===== config.mk =====
export PLATFORM = sky130hd
export DESIGN_NAME = waveform_minmax_column_decimator_unit
export DESIGN_NICKNAME = d
export VERILOG_FILES = /design/src/rtl/wmcd_pkg.sv /design/src/rtl/wmcd_divider.sv /design/src/rtl/wmcd_tracker.sv /design/src/rtl/wmcd_row_map.sv /design/src/rtl/waveform_minmax_column_decimator_unit.sv
export VERILOG_INCLUDE_DIRS = /design/src /design/src/rtl
export SDC_FILE = /design/constraint.sdc
export NUM_CORES = 2
export LEC_CHECK = 0
export BUFFER_PORTS_ARGS = -buffer_cell sky130_fd_sc_hd__buf_2
export CORE_UTILIZATION = 65
export CTS_BUF_LIST = sky130_fd_sc_hd__clkbuf_2 sky130_fd_sc_hd__clkbuf_4 sky130_fd_sc_hd__clkbuf_8
export CTS_CLUSTER_SIZE = 28
export DETAILED_ROUTE_END_ITERATION = 7
export HOLD_SLACK_MARGIN = 0.02
export PLACE_DENSITY_LB_ADDON = 0.3
export SYNTH_ARGS = -nofsm -noshare
export SYNTH_HDL_FRONTEND = slang
export SYNTH_HIERARCHICAL = 1
export SYNTH_SLANG_ARGS = --single-unit

===== constraint.sdc =====
create_clock -name i_clk -period 8.85 [get_ports i_clk]
set_input_delay 1.77 -clock i_clk [delete_from_list [all_inputs] [get_ports i_clk]]
set_output_delay 1.77 -clock i_clk [all_outputs]
set_load 0.01 [all_outputs]

===== src/rtl/waveform_minmax_column_decimator_unit_defines.svh =====
// assertion macros for the column decimator
`ifndef WAVEFORM_MINMAX_COLUMN_DECIMATOR_UNIT_DEFINES_SVH
`define WAVEFORM_MINMAX_COLUMN_DECIMATOR_UNIT_DEFINES_SVH

// same-cycle implication, checked on every clock outside reset
`define WMCD_ASSERT_IMP(lbl, ante, cons) \
    lbl: assert property (@(posedge i_clk) disable iff (!i_rst_n) (ante) |-> (cons)) \
        else $error("wmcd check failed");

// next-cycle implication
`define WMCD_ASSERT_NXT(lbl, ante, cons) \
    lbl: assert property (@(posedge i_clk) disable iff (!i_rst_n) (ante) |=> (cons)) \
        else $error("wmcd check failed");

`endif


===== src/rtl/wmcd_pkg.sv =====
package wmcd_pkg;

    localparam int SAMPLE_MIN  = 28;
    localparam int SAMPLE_MAX  = 228;
    localparam int NONE_CODE   = 0;
    localparam int MAX_COLUMNS = 1024;
    localparam int CLAMP_TOP   = 200;

    localparam int SAMPLE_W = 8;
    localparam int ROW_W    = 8;
    localparam int IDX_W    = 16;
    localparam int COL_W    = $clog2(MAX_COLUMNS);
    localparam int CFG_IDX_W = 2;
    localparam int CFG_DATA_W = 16;

    // row mapping divisor and its reciprocal for multiply-and-shift division
    localparam int ROW_DIV     = (SAMPLE_MAX > SAMPLE_MIN) ? (SAMPLE_MAX - SAMPLE_MIN) : 1;
    localparam int RECIP_SHIFT = 24;
    localparam int RECIP_W     = RECIP_SHIFT + 1;
    localparam longint RECIP   = ((64'd1 << RECIP_SHIFT) + ROW_DIV - 1) / ROW_DIV;
    localparam int PROD_W      = 2 * SAMPLE_W;

    // reset values of the configuration registers
    localparam int RST_NUM_SAMPLES = 281;
    localparam int RST_NUM_COLUMNS = 272;
    localparam int RST_BASE_ROW    = 16;
    localparam int RST_ROW_SPAN    = 14;
    localparam int RST_N_EFF = (RST_NUM_SAMPLES == 0) ? 1 : RST_NUM_SAMPLES;
    localparam int RST_W_RAW = (RST_NUM_COLUMNS == 0) ? 1 : RST_NUM_COLUMNS;
    localparam int RST_W_EFF = (RST_W_RAW > RST_N_EFF) ? RST_N_EFF : RST_W_RAW;
    localparam int RST_Q     = RST_N_EFF / RST_W_EFF;
    localparam int RST_R     = RST_N_EFF % RST_W_EFF;

    typedef enum logic [CFG_IDX_W-1:0] {
        CFG_NUM_SAMPLES = 2'd0,
        CFG_NUM_COLUMNS = 2'd1,
        CFG_BASE_ROW    = 2'd2,
        CFG_ROW_SPAN    = 2'd3
    } t_cfg_idx;

    // samples per column and leftover for the boundary accumulator
    typedef struct packed {
        logic [IDX_W-1:0] quo;
        logic [COL_W-1:0] rem;
    } t_ratio;

    // one closed column, bridged raw extremes
    typedef struct packed {
        logic [COL_W-1:0]    column;
        logic [SAMPLE_W-1:0] top;
        logic [SAMPLE_W-1:0] bot;
        logic                fin;
        logic [COL_W-1:0]    extent;
    } t_col_event;

endpackage


===== src/rtl/wmcd_divider.sv =====
module wmcd_divider (
    input  logic                        i_clk,
    input  logic                        i_rst_n,
    input  logic                        i_start,
    input  logic [wmcd_pkg::IDX_W-1:0]  i_numer,
    input  logic [wmcd_pkg::COL_W-1:0]  i_denom,
    output logic                        o_busy,
    output wmcd_pkg::t_ratio            o_ratio
);
    import wmcd_pkg::*;

    localparam int CNT_W = $clog2(IDX_W + 1);

    logic [IDX_W-1:0] r_quo;
    logic [COL_W-1:0] r_rem;
    logic [COL_W-1:0] r_den;
    logic [CNT_W-1:0] r_cnt;
    logic [COL_W:0]   trial;
    logic             fits;

    // restoring division, one quotient bit per cycle
    assign trial = {r_rem, r_quo[IDX_W-1]};
    assign fits  = (trial >= {1'b0, r_den});

    always_ff @(posedge i_clk) begin
        if (!i_rst_n) begin
            r_quo <= IDX_W'(RST_Q);
            r_rem <= COL_W'(RST_R);
            r_den <= COL_W'(RST_W_EFF);
            r_cnt <= '0;
        end else if (i_start) begin
            r_quo <= i_numer;
            r_rem <= '0;
            r_den <= i_denom;
            r_cnt <= CNT_W'(IDX_W);
        end else if (r_cnt != '0) begin
            r_quo <= {r_quo[IDX_W-2:0], fits};
            r_rem <= fits ? COL_W'(trial - {1'b0, r_den}) : trial[COL_W-1:0];
            r_cnt <= r_cnt - CNT_W'(1);
        end
    end

    assign o_busy      = (r_cnt != '0);
    assign o_ratio.quo = r_quo;
    assign o_ratio.rem = r_rem;

endmodule


===== src/rtl/wmcd_tracker.sv =====
module wmcd_tracker (
    input  logic                          i_clk,
    input  logic                          i_rst_n,
    input  logic                          i_accept,
    input  logic [wmcd_pkg::SAMPLE_W-1:0] i_sample,
    input  logic                          i_start,
    input  wmcd_pkg::t_ratio              i_ratio,
    input  logic [wmcd_pkg::COL_W-1:0]    i_width,
    input  logic                          i_adv,
    output logic                          o_valid,
    output wmcd_pkg::t_col_event          o_event
);
    import wmcd_pkg::*;

    logic [IDX_W-1:0]    r_s, r_first, r_rem;
    logic [COL_W-1:0]    r_col, r_ext;
    logic [SAMPLE_W-1:0] r_min, r_max, r_pmin, r_pmax;
    logic                r_ev_valid;
    t_col_event          r_ev;

    logic [IDX_W-1:0]    e_s, e_first, e_rem, n_s, n_first, n_rem;
    logic [COL_W-1:0]    e_col, e_ext, n_col, n_ext;
    logic [SAMPLE_W-1:0] e_min, e_max, e_pmin, e_pmax;
    logic [SAMPLE_W-1:0] n_min, n_max, n_pmin, n_pmax;
    logic [IDX_W:0]      last, sum, nf;
    logic                active, close;
    t_col_event          ev;

    always_comb begin
        // record start acts on the state before this sample is taken
        e_s = r_s; e_first = r_first; e_rem = r_rem; e_col = r_col; e_ext = r_ext;
        e_min = r_min; e_max = r_max; e_pmin = r_pmin; e_pmax = r_pmax;
        if (i_start) begin
            e_s = '0; e_first = '0; e_rem = '0; e_col = '0; e_ext = '0;
            e_min = '1; e_max = '0; e_pmin = '1; e_pmax = '0;
        end
        n_s = e_s; n_first = e_first; n_rem = e_rem; n_col = e_col; n_ext = e_ext;
        n_min = e_min; n_max = e_max; n_pmin = e_pmin; n_pmax = e_pmax;

        active = (e_col < i_width) && (e_s >= e_first);
        last   = {1'b0, e_first} + {1'b0, i_ratio.quo} - (IDX_W+1)'(1);
        close  = active && ({1'b0, e_s} >= last);

        if (active) begin
            if (e_s == e_first && i_sample != SAMPLE_W'(NONE_CODE)) n_ext = e_col;
            if (i_sample < e_min) n_min = i_sample;
            if (i_sample > e_max) n_max = i_sample;
        end

        ev.column = e_col;
        ev.top    = n_max;
        ev.bot    = n_min;
        if (e_col != '0) begin
            // bridge against the previous column
            if (n_max < e_pmin) ev.top = e_pmin;
            if (n_min > e_pmax) ev.bot = e_pmax;
        end
        ev.fin    = (e_col == i_width - COL_W'(1));
        ev.extent = ev.fin ? n_ext : '0;

        sum = {1'b0, e_rem} + (IDX_W+1)'(i_ratio.rem);
        nf  = {1'b0, e_first} + {1'b0, i_ratio.quo};
        if (sum >= (IDX_W+1)'(i_width)) begin
            sum = sum - (IDX_W+1)'(i_width);
            nf  = nf + (IDX_W+1)'(1);
        end
        if (close) begin
            n_pmin  = n_min;
            n_pmax  = n_max;
            n_min   = '1;
            n_max   = '0;
            n_col   = e_col + COL_W'(1);
            n_rem   = sum[IDX_W-1:0];
            n_first = nf[IDX_W-1:0];
        end

        if (e_s != '1) n_s = e_s + IDX_W'(1);
    end

    always_ff @(posedge i_clk) begin
        if (!i_rst_n) begin
            r_s <= '0; r_first <= '0; r_rem <= '0; r_col <= '0; r_ext <= '0;
            r_min <= '1; r_max <= '0; r_pmin <= '1; r_pmax <= '0;
        end else if (i_accept) begin
            r_s <= n_s; r_first <= n_first; r_rem <= n_rem; r_col <= n_col; r_ext <= n_ext;
            r_min <= n_min; r_max <= n_max; r_pmin <= n_pmin; r_pmax <= n_pmax;
        end
    end

    always_ff @(posedge i_clk) begin
        if (!i_rst_n) begin
            r_ev_valid <= 1'b0;
        end else if (!r_ev_valid || i_adv) begin
            r_ev_valid <= i_accept && close;
        end
        if (i_accept && close) r_ev <= ev;
    end

    assign o_valid = r_ev_valid;
    assign o_event = r_ev;

endmodule


===== src/rtl/wmcd_row_map.sv =====
module wmcd_row_map (
    input  logic                        i_clk,
    input  logic                        i_rst_n,
    input  logic                        i_valid,
    input  wmcd_pkg::t_col_event        i_event,
    input  logic [wmcd_pkg::ROW_W-1:0]  i_base_row,
    input  logic [wmcd_pkg::ROW_W-1:0]  i_row_span,
    input  logic                        i_ready,
    output logic                        o_adv,
    output logic                        o_valid,
    output logic [wmcd_pkg::COL_W-1:0]  o_column,
    output logic [wmcd_pkg::ROW_W-1:0]  o_top_row,
    output logic [wmcd_pkg::ROW_W-1:0]  o_bottom_row,
    output logic                        o_final,
    output logic [wmcd_pkg::COL_W-1:0]  o_extent
);
    import wmcd_pkg::*;

    localparam int NUM_W  = PROD_W + 1;
    localparam int FULL_W = NUM_W + RECIP_W;
    localparam int QUO_W  = FULL_W - RECIP_SHIFT;

    // offset above the minimum level, clamped to the signal range
    function automatic logic [SAMPLE_W-1:0] level(input logic [SAMPLE_W-1:0] x);
        logic [SAMPLE_W-1:0] d;
        d = x - SAMPLE_W'(SAMPLE_MIN);
        if (x < SAMPLE_W'(SAMPLE_MIN)) return '0;
        if (d > SAMPLE_W'(CLAMP_TOP)) return SAMPLE_W'(CLAMP_TOP);
        return d;
    endfunction

    function automatic logic [ROW_W-1:0] to_row(input logic [NUM_W-1:0] num,
                                                input logic [ROW_W-1:0] base);
        logic [FULL_W-1:0] prod;
        logic [QUO_W-1:0]  off;
        prod = FULL_W'(num) * FULL_W'(RECIP_W'(RECIP));
        off  = prod[FULL_W-1:RECIP_SHIFT];
        if (QUO_W'(base) >= off) return ROW_W'(QUO_W'(base) - off);
        return '0;
    endfunction

    logic              r_v2, r_v3;
    logic [NUM_W-1:0]  r_top_num, r_bot_num;
    logic [COL_W-1:0]  r_col2, r_ext2;
    logic              r_fin2;
    logic [COL_W-1:0]  r_col3, r_ext3;
    logic [ROW_W-1:0]  r_top3, r_bot3;
    logic              r_fin3;
    logic              adv3;
    logic [PROD_W-1:0] top_prod, bot_prod;

    assign adv3  = !r_v3 || i_ready;
    assign o_adv = !r_v2 || adv3;

    assign top_prod = PROD_W'(i_row_span) * PROD_W'(level(i_event.top));
    assign bot_prod = PROD_W'(i_row_span) * PROD_W'(level(i_event.bot));

    // stage two: span times level plus divisor minus one gives a ceiling
    always_ff @(posedge i_clk) begin
        if (!i_rst_n) begin
            r_v2 <= 1'b0;
        end else if (o_adv) begin
            r_v2 <= i_valid;
        end
        if (o_adv && i_valid) begin
            r_top_num <= NUM_W'(top_prod) + NUM_W'(ROW_DIV - 1);
            r_bot_num <= NUM_W'(bot_prod) + NUM_W'(ROW_DIV - 1);
            r_col2    <= i_event.column;
            r_ext2    <= i_event.extent;
            r_fin2    <= i_event.fin;
        end
    end

    // stage three: reciprocal divide and subtract from the base row
    always_ff @(posedge i_clk) begin
        if (!i_rst_n) begin
            r_v3 <= 1'b0;
        end else if (adv3) begin
            r_v3 <= r_v2;
        end
        if (adv3 && r_v2) begin
            r_top3 <= to_row(r_top_num, i_base_row);
            r_bot3 <= to_row(r_bot_num, i_base_row);
            r_col3 <= r_col2;
            r_ext3 <= r_ext2;
            r_fin3 <= r_fin2;
        end
    end

    assign o_valid      = r_v3;
    assign o_column     = r_col3;
    assign o_top_row    = r_top3;
    assign o_bottom_row = r_bot3;
    assign o_final      = r_fin3;
    assign o_extent     = r_ext3;

endmodule


===== src/rtl/waveform_minmax_column_decimator_unit.sv =====
// channel   | dir | tdata (low bit up)                              | tuser        | tlast
// s_axis    | in  | sample[7:0]                                     | record_start | -
// m_axis    | out | column[9:0] top_row[17:10] bottom_row[25:18]    | -            | final_column
//           |     | last_valid_column[35:26], zero pad [39:36]      |              |
// cfg       | in  | i_cfg_we, i_cfg_index, i_cfg_wdata (no read-back)|             | -
//
// one sample transaction per cycle while s_axis_tready is high; a closed column reaches
// m_axis through the tracker register, product register and output register
// a write to num_samples or num_columns reruns a bit-serial ratio divider and
// s_axis_tready stays low from the write until the divider finishes
// synchronous active-low reset restores the register defaults and starts a record
// a result held on m_axis stalls s_axis once tracker, product and output stages are full
`include "waveform_minmax_column_decimator_unit_defines.svh"

module waveform_minmax_column_decimator_unit (
    input  logic                              i_clk,
    input  logic                              i_rst_n,
    // sample stream
    input  logic                              s_axis_tvalid,
    output logic                              s_axis_tready,
    input  logic [7:0]                        s_axis_tdata,   // sample[7:0]
    input  logic                              s_axis_tuser,   // record_start
    // column stream
    output logic                              m_axis_tvalid,
    input  logic                              m_axis_tready,
    output logic [39:0]                       m_axis_tdata,   // column, top_row,
                                                              // bottom_row, last_valid_column
    output logic                              m_axis_tlast,   // final_column
    // configuration writes
    input  logic                              i_cfg_we,
    input  logic [wmcd_pkg::CFG_IDX_W-1:0]    i_cfg_index,
    input  logic [wmcd_pkg::CFG_DATA_W-1:0]   i_cfg_wdata
);
    import wmcd_pkg::*;

    // configuration registers
    logic [IDX_W-1:0] r_num_samples;
    logic [COL_W-1:0] r_num_columns;
    logic [ROW_W-1:0] r_base_row;
    logic [ROW_W-1:0] r_row_span;
    logic             r_div_start;

    // effective record length and column count
    logic [IDX_W-1:0] n_eff;
    logic [COL_W-1:0] w_raw, w_eff;

    t_ratio     ratio;
    logic       div_busy;
    logic       accept;
    logic       ev_valid;
    t_col_event ev;
    logic       map_adv;

    logic [COL_W-1:0] out_column, out_extent;
    logic [ROW_W-1:0] out_top, out_bot;
    logic             out_final;

    always_ff @(posedge i_clk) begin
        if (!i_rst_n) begin
            r_num_samples <= IDX_W'(RST_NUM_SAMPLES);
            r_num_columns <= COL_W'(RST_NUM_COLUMNS);
            r_base_row    <= ROW_W'(RST_BASE_ROW);
            r_row_span    <= ROW_W'(RST_ROW_SPAN);
            r_div_start   <= 1'b0;
        end else begin
            r_div_start <= i_cfg_we && (t_cfg_idx'(i_cfg_index) == CFG_NUM_SAMPLES ||
                                        t_cfg_idx'(i_cfg_index) == CFG_NUM_COLUMNS);
            if (i_cfg_we) begin
                unique case (t_cfg_idx'(i_cfg_index))
                    CFG_NUM_SAMPLES: r_num_samples <= i_cfg_wdata[IDX_W-1:0];
                    CFG_NUM_COLUMNS: r_num_columns <= i_cfg_wdata[COL_W-1:0];
                    CFG_BASE_ROW:    r_base_row    <= i_cfg_wdata[ROW_W-1:0];
                    CFG_ROW_SPAN:    r_row_span    <= i_cfg_wdata[ROW_W-1:0];
                endcase
            end
        end
    end

    // zero counts act as one, and never more columns than samples
    assign n_eff = (r_num_samples == '0) ? IDX_W'(1) : r_num_samples;
    assign w_raw = (r_num_columns == '0) ? COL_W'(1) : r_num_columns;
    assign w_eff = (IDX_W'(w_raw) > n_eff) ? n_eff[COL_W-1:0] : w_raw;

    wmcd_divider u_divider (
        .i_clk   (i_clk),
        .i_rst_n (i_rst_n),
        .i_start (r_div_start),
        .i_numer (n_eff),
        .i_denom (w_eff),
        .o_busy  (div_busy),
        .o_ratio (ratio)
    );

    // hold samples off while the ratio is recomputed, a register is written or the tracker's event cannot advance
    assign s_axis_tready = !div_busy && !r_div_start && !i_cfg_we && (!ev_valid || map_adv);
    assign accept        = s_axis_tvalid && s_axis_tready;

    wmcd_tracker u_tracker (
        .i_clk    (i_clk),
        .i_rst_n  (i_rst_n),
        .i_accept (accept),
        .i_sample (s_axis_tdata),
        .i_start  (s_axis_tuser),
        .i_ratio  (ratio),
        .i_width  (w_eff),
        .i_adv    (map_adv),
        .o_valid  (ev_valid),
        .o_event  (ev)
    );

    wmcd_row_map u_row_map (
        .i_clk        (i_clk),
        .i_rst_n      (i_rst_n),
        .i_valid      (ev_valid),
        .i_event      (ev),
        .i_base_row   (r_base_row),
        .i_row_span   (r_row_span),
        .i_ready      (m_axis_tready),
        .o_adv        (map_adv),
        .o_valid      (m_axis_tvalid),
        .o_column     (out_column),
        .o_top_row    (out_top),
        .o_bottom_row (out_bot),
        .o_final      (out_final),
        .o_extent     (out_extent)
    );

    // pack the result fields, lowest field first
    assign m_axis_tdata = {4'b0, out_extent, out_bot, out_top, out_column};
    assign m_axis_tlast = out_final;

    // the last column of a record is the one just below the column count
    `WMCD_ASSERT_IMP(a_final_is_last_col, m_axis_tvalid && m_axis_tlast, out_column == w_eff - COL_W'(1))
    // the extent field is only filled on the final column
    `WMCD_ASSERT_IMP(a_extent_only_final, m_axis_tvalid && !m_axis_tlast, out_extent == '0)
    // a ratio recompute keeps the input closed on the following cycle
    `WMCD_ASSERT_NXT(a_div_runs, r_div_start, div_busy && !s_axis_tready)

endmodule


==> key figures <==
Critical path
  – CP Data Required Time: around 9.2 ns
  – Worst path most repeated cell: inv_1
  – Max Fanout on Critical Path: 8
  – Startpoint class of the critical path: register
  – Setup CP Type: reg -> reg
  – Slowest stage cell, crit path: edfxtp_1
  – R2R setup slack: between 0.9 and 1 ns
  – RR Startpoint: u_row_map/r_bot_num[10]
  – Worst Setup SP: u_row_map/r_bot_num[10]
  – Crit. End Element: register
  – Critical path arrival: 8.26 ns
  – Crit-path max cell delay: between 0.5 and 0.6 ns

Die
  – Die Y: ~240 um
  – I/O pins: 75
  – Die X: ~240 um
  – Row cnt: 85
  – Initial Utilization: around two thirds
  – Die Area: ~56000 um^2
  – CORE AREA: 54200 um^2

Cells and area
  – Diodes inserted: 0
  – Register area: between 7000 and 8000 um^2
  – Multi-input logic area: between 20000 and 25000 um^2
  – Area Overhead vs Synth: 5.77%
  – Final Non-Filler Cells: about 4700
  – Final net count: 4817
  – Fill cells: between 4000 and 5000
  – Fraction of layout cells with a size suffix above 1: around 7%
  – Commonest non-fill, non-tap cells in the layout: 764 x inv_1, 541 x ha_1, 327 x fa_1
  – Commonest non-fill, non-tap cell in the layout: inv_1

Detailed routing
  – Via density: around 5.7
  – Routed wire length: 80400 um
  – First-pass iteration count of the detailed router: 6
  – DRC violations left: 0
  – Post-DR wirelength/cell: ~17 um
  – Starting DRT DRC Count: 1557
  – ANT nets after route: 0
  – DR vias: 26700

CTS
  – Clk_lat worst skew: 0.65 ns
  – H-tree Lvls: 2
  – Clock Sinks: around 320
  – Clock transition at path regs: approximately 0.070 ns
  – Maximum clock insertion buffer count: 3
  – Postcts setup bufs: 0
  – Root Buffer: clkbuf_8
  – CTS tree: yes
  – CTS resizes: 0
  – Total CTS buffers: 54
  – CTS Hold Bufs: 0

Timing
  – Worst-Margin Slew: 1.20 ns
  – Slew Limit Fails: 0
  – Fmax: 0.127 GHz
  – Final Hold Violating Endpoints: 0
  – Worst clock skew: between 0.04 and 0.05 ns
  – Final setup violation count: 0
  – Max transition margin: 19.9%
  – RSZ-0062 raised after global routing: no
  – Setup_tns: 0 ns
  – Tmin final: a little under 8 ns
  – Period utilisation layout: approximately nine tenths

Placed design
  – Placed Instances: approximately 4600
  – # port buffers: 70
  – Placer Congestion: between 0.9 and 1
  – DPL Wire Length: 64600 um

Synth
  – Distinct cells, synth: ~110
  – Post-Synthesis Cell Area: between 30000 and 40000 um^2
  – Gate Count Post-Synth: around 3900
  – Post-synth ARST share: 0%
  – Synth Register Bits: approximately 320
  – Synth top area cells: ha_1 19%, fa_1 18%, edfxtp_1 11%
  – Synth Flop Type: dfxtp_1
  – Synth top area share: 18.9%
  – Yosys top cell by area: ha_1
  – Avg Synthesized Cell Area: 9.22 um^2
  – Post-synthesis sequential area ratio: a little over a fifth
  – Syn. warnings: 6
  – Post-synth EDFFs: between 100 and 150

GRT
  – Antenna violations before repair: 1
  – Vias in the first global route: between 20000 and 30000
  – All-Layer GR Usage: ~29%
  – Grt ovf: 0
  – Largest net degree at the start of global routing: 97
  – First-pass GRT wire length: ~130000 um

Flow run
  – Max Cap Viol: 0

Outcome
  – Status: completed

Power
  – PD cells: between 150 and 200 nW/um^2
  – Static leakage: approximately 19 nW
  – VDD IR max: ~0.19 mV

Min path
  – Hold_sp: u_row_map/r_ext2[6]
  – Worst Hold Class: reg -> reg
## registers in the layout, summed over array words and instances, names as in the netlist, 16 cells and up
name and flops:
u_tracker/r_rem 16, u_tracker/o_event 37, u_tracker/r_s 16, u_divider/r_quo 16
u_row_map/r_top_num 17, u_tracker/r_first 16, u_row_map/r_bot_num 17, r_num_samples 16
## power by group
part,total [mW],switching [mW],internal (mW)
registers,1.73,0.102,1.62
clock network,1.49,0.640,0.852
logic,2.91,1.70,1.21
## critical path: cells and delay by family, from the launching register on
family	cells	cell delay, ns
compound gates	9	1.67
fa+ha+maj	9	3.75
xor+xnor	1	0.18
simple gates	4	0.40
mux	1	0.52
flops	1	0.57
buf+inv	7	0.54
## cells by family after synthesis
group | Yosys count | synth area share, %
compound gates | 607 | 11.9
xor+xnor | 151 | 3.76
other cells | 1 | 0.0104
mux | 93 | 2.69
simple gates | 968 | 13.7
flops | 316 | 21.2
buf+inv | 890 | 9.56
fa+ha+maj | 868 | 37.1
## synthesized netlist by cell type, types with 14 or more instances
master / n
o21ai_0: 89
nand2b_1: 28
nor4_1: 15
inv_1: 764
o2bb2ai_1: 15
a22o_1: 15
xor2_1: 44
or3_1: 14
nand4_1: 27
buf_2: 21
ha_1: 541
a31o_2: 16
and3_1: 28
a21boi_0: 30
mux2_2: 23
nor2_1: 163
mux2i_1: 69
o21bai_1: 20
nand2_1: 282
o21a_1: 22
a22oi_1: 15
dfxtp_1: 187
o31ai_1: 19
a21oi_1: 131
edfxtp_1: 129
a21o_1: 49
clkbuf_1: 80
xnor2_1: 104
o211ai_1: 26
fa_1: 327
and2_1: 112
nor2b_1: 105
nor3_1: 56
nand3_1: 84
a211oi_1: 19
## layout make-up
class	count	share of cell area, %
Clock buffer	74	2.50
Clock inverter	28	0.748
Inverter	766	7.57
Multi-Input combinational cell	2691	65.5
Sequential cell	316	20.1
Tap cell	696	2.29
Timing Repair Buffer	88	1.32
## worst paths after layout
path,end,cells after the start
setup reg to reg,u_row_map/o_bottom_row[5],31
hold reg to reg,u_row_map/o_extent[6],0
setup / recovery,u_row_map/o_bottom_row[5],31
hold / removal,u_row_map/o_extent[6],0
## stage by stage
stage          power (mW)  util (%)  hold WS [ns]  instance area [um^2]  setup slack [ns]
3_5_place_dp         4.63      67.7         0.405                 36700             0.958
2_1_floorplan        4.01         -         0.400                 35900             0.739
5_1_grt              6.60      70.0         0.423                 38000             0.376
4_1_cts              6.15      70.0         0.411                 38000             0.943
3_3_place_gp         4.56      67.7         0.402                 36700              1.12
6_report             6.13      70.0         0.410                 38000             0.950
## routing by layer
metal  track usage (%)  share of wire, %  vias up
met1              37.2                44    12900
met5                 0             0.014        -
met4              10.3               3.2        2
li1                  -                 -    13000
met2              51.3                49      710
met3              3.65               4.3      151
Note: power is estimated with default switching activity, not from simulation.
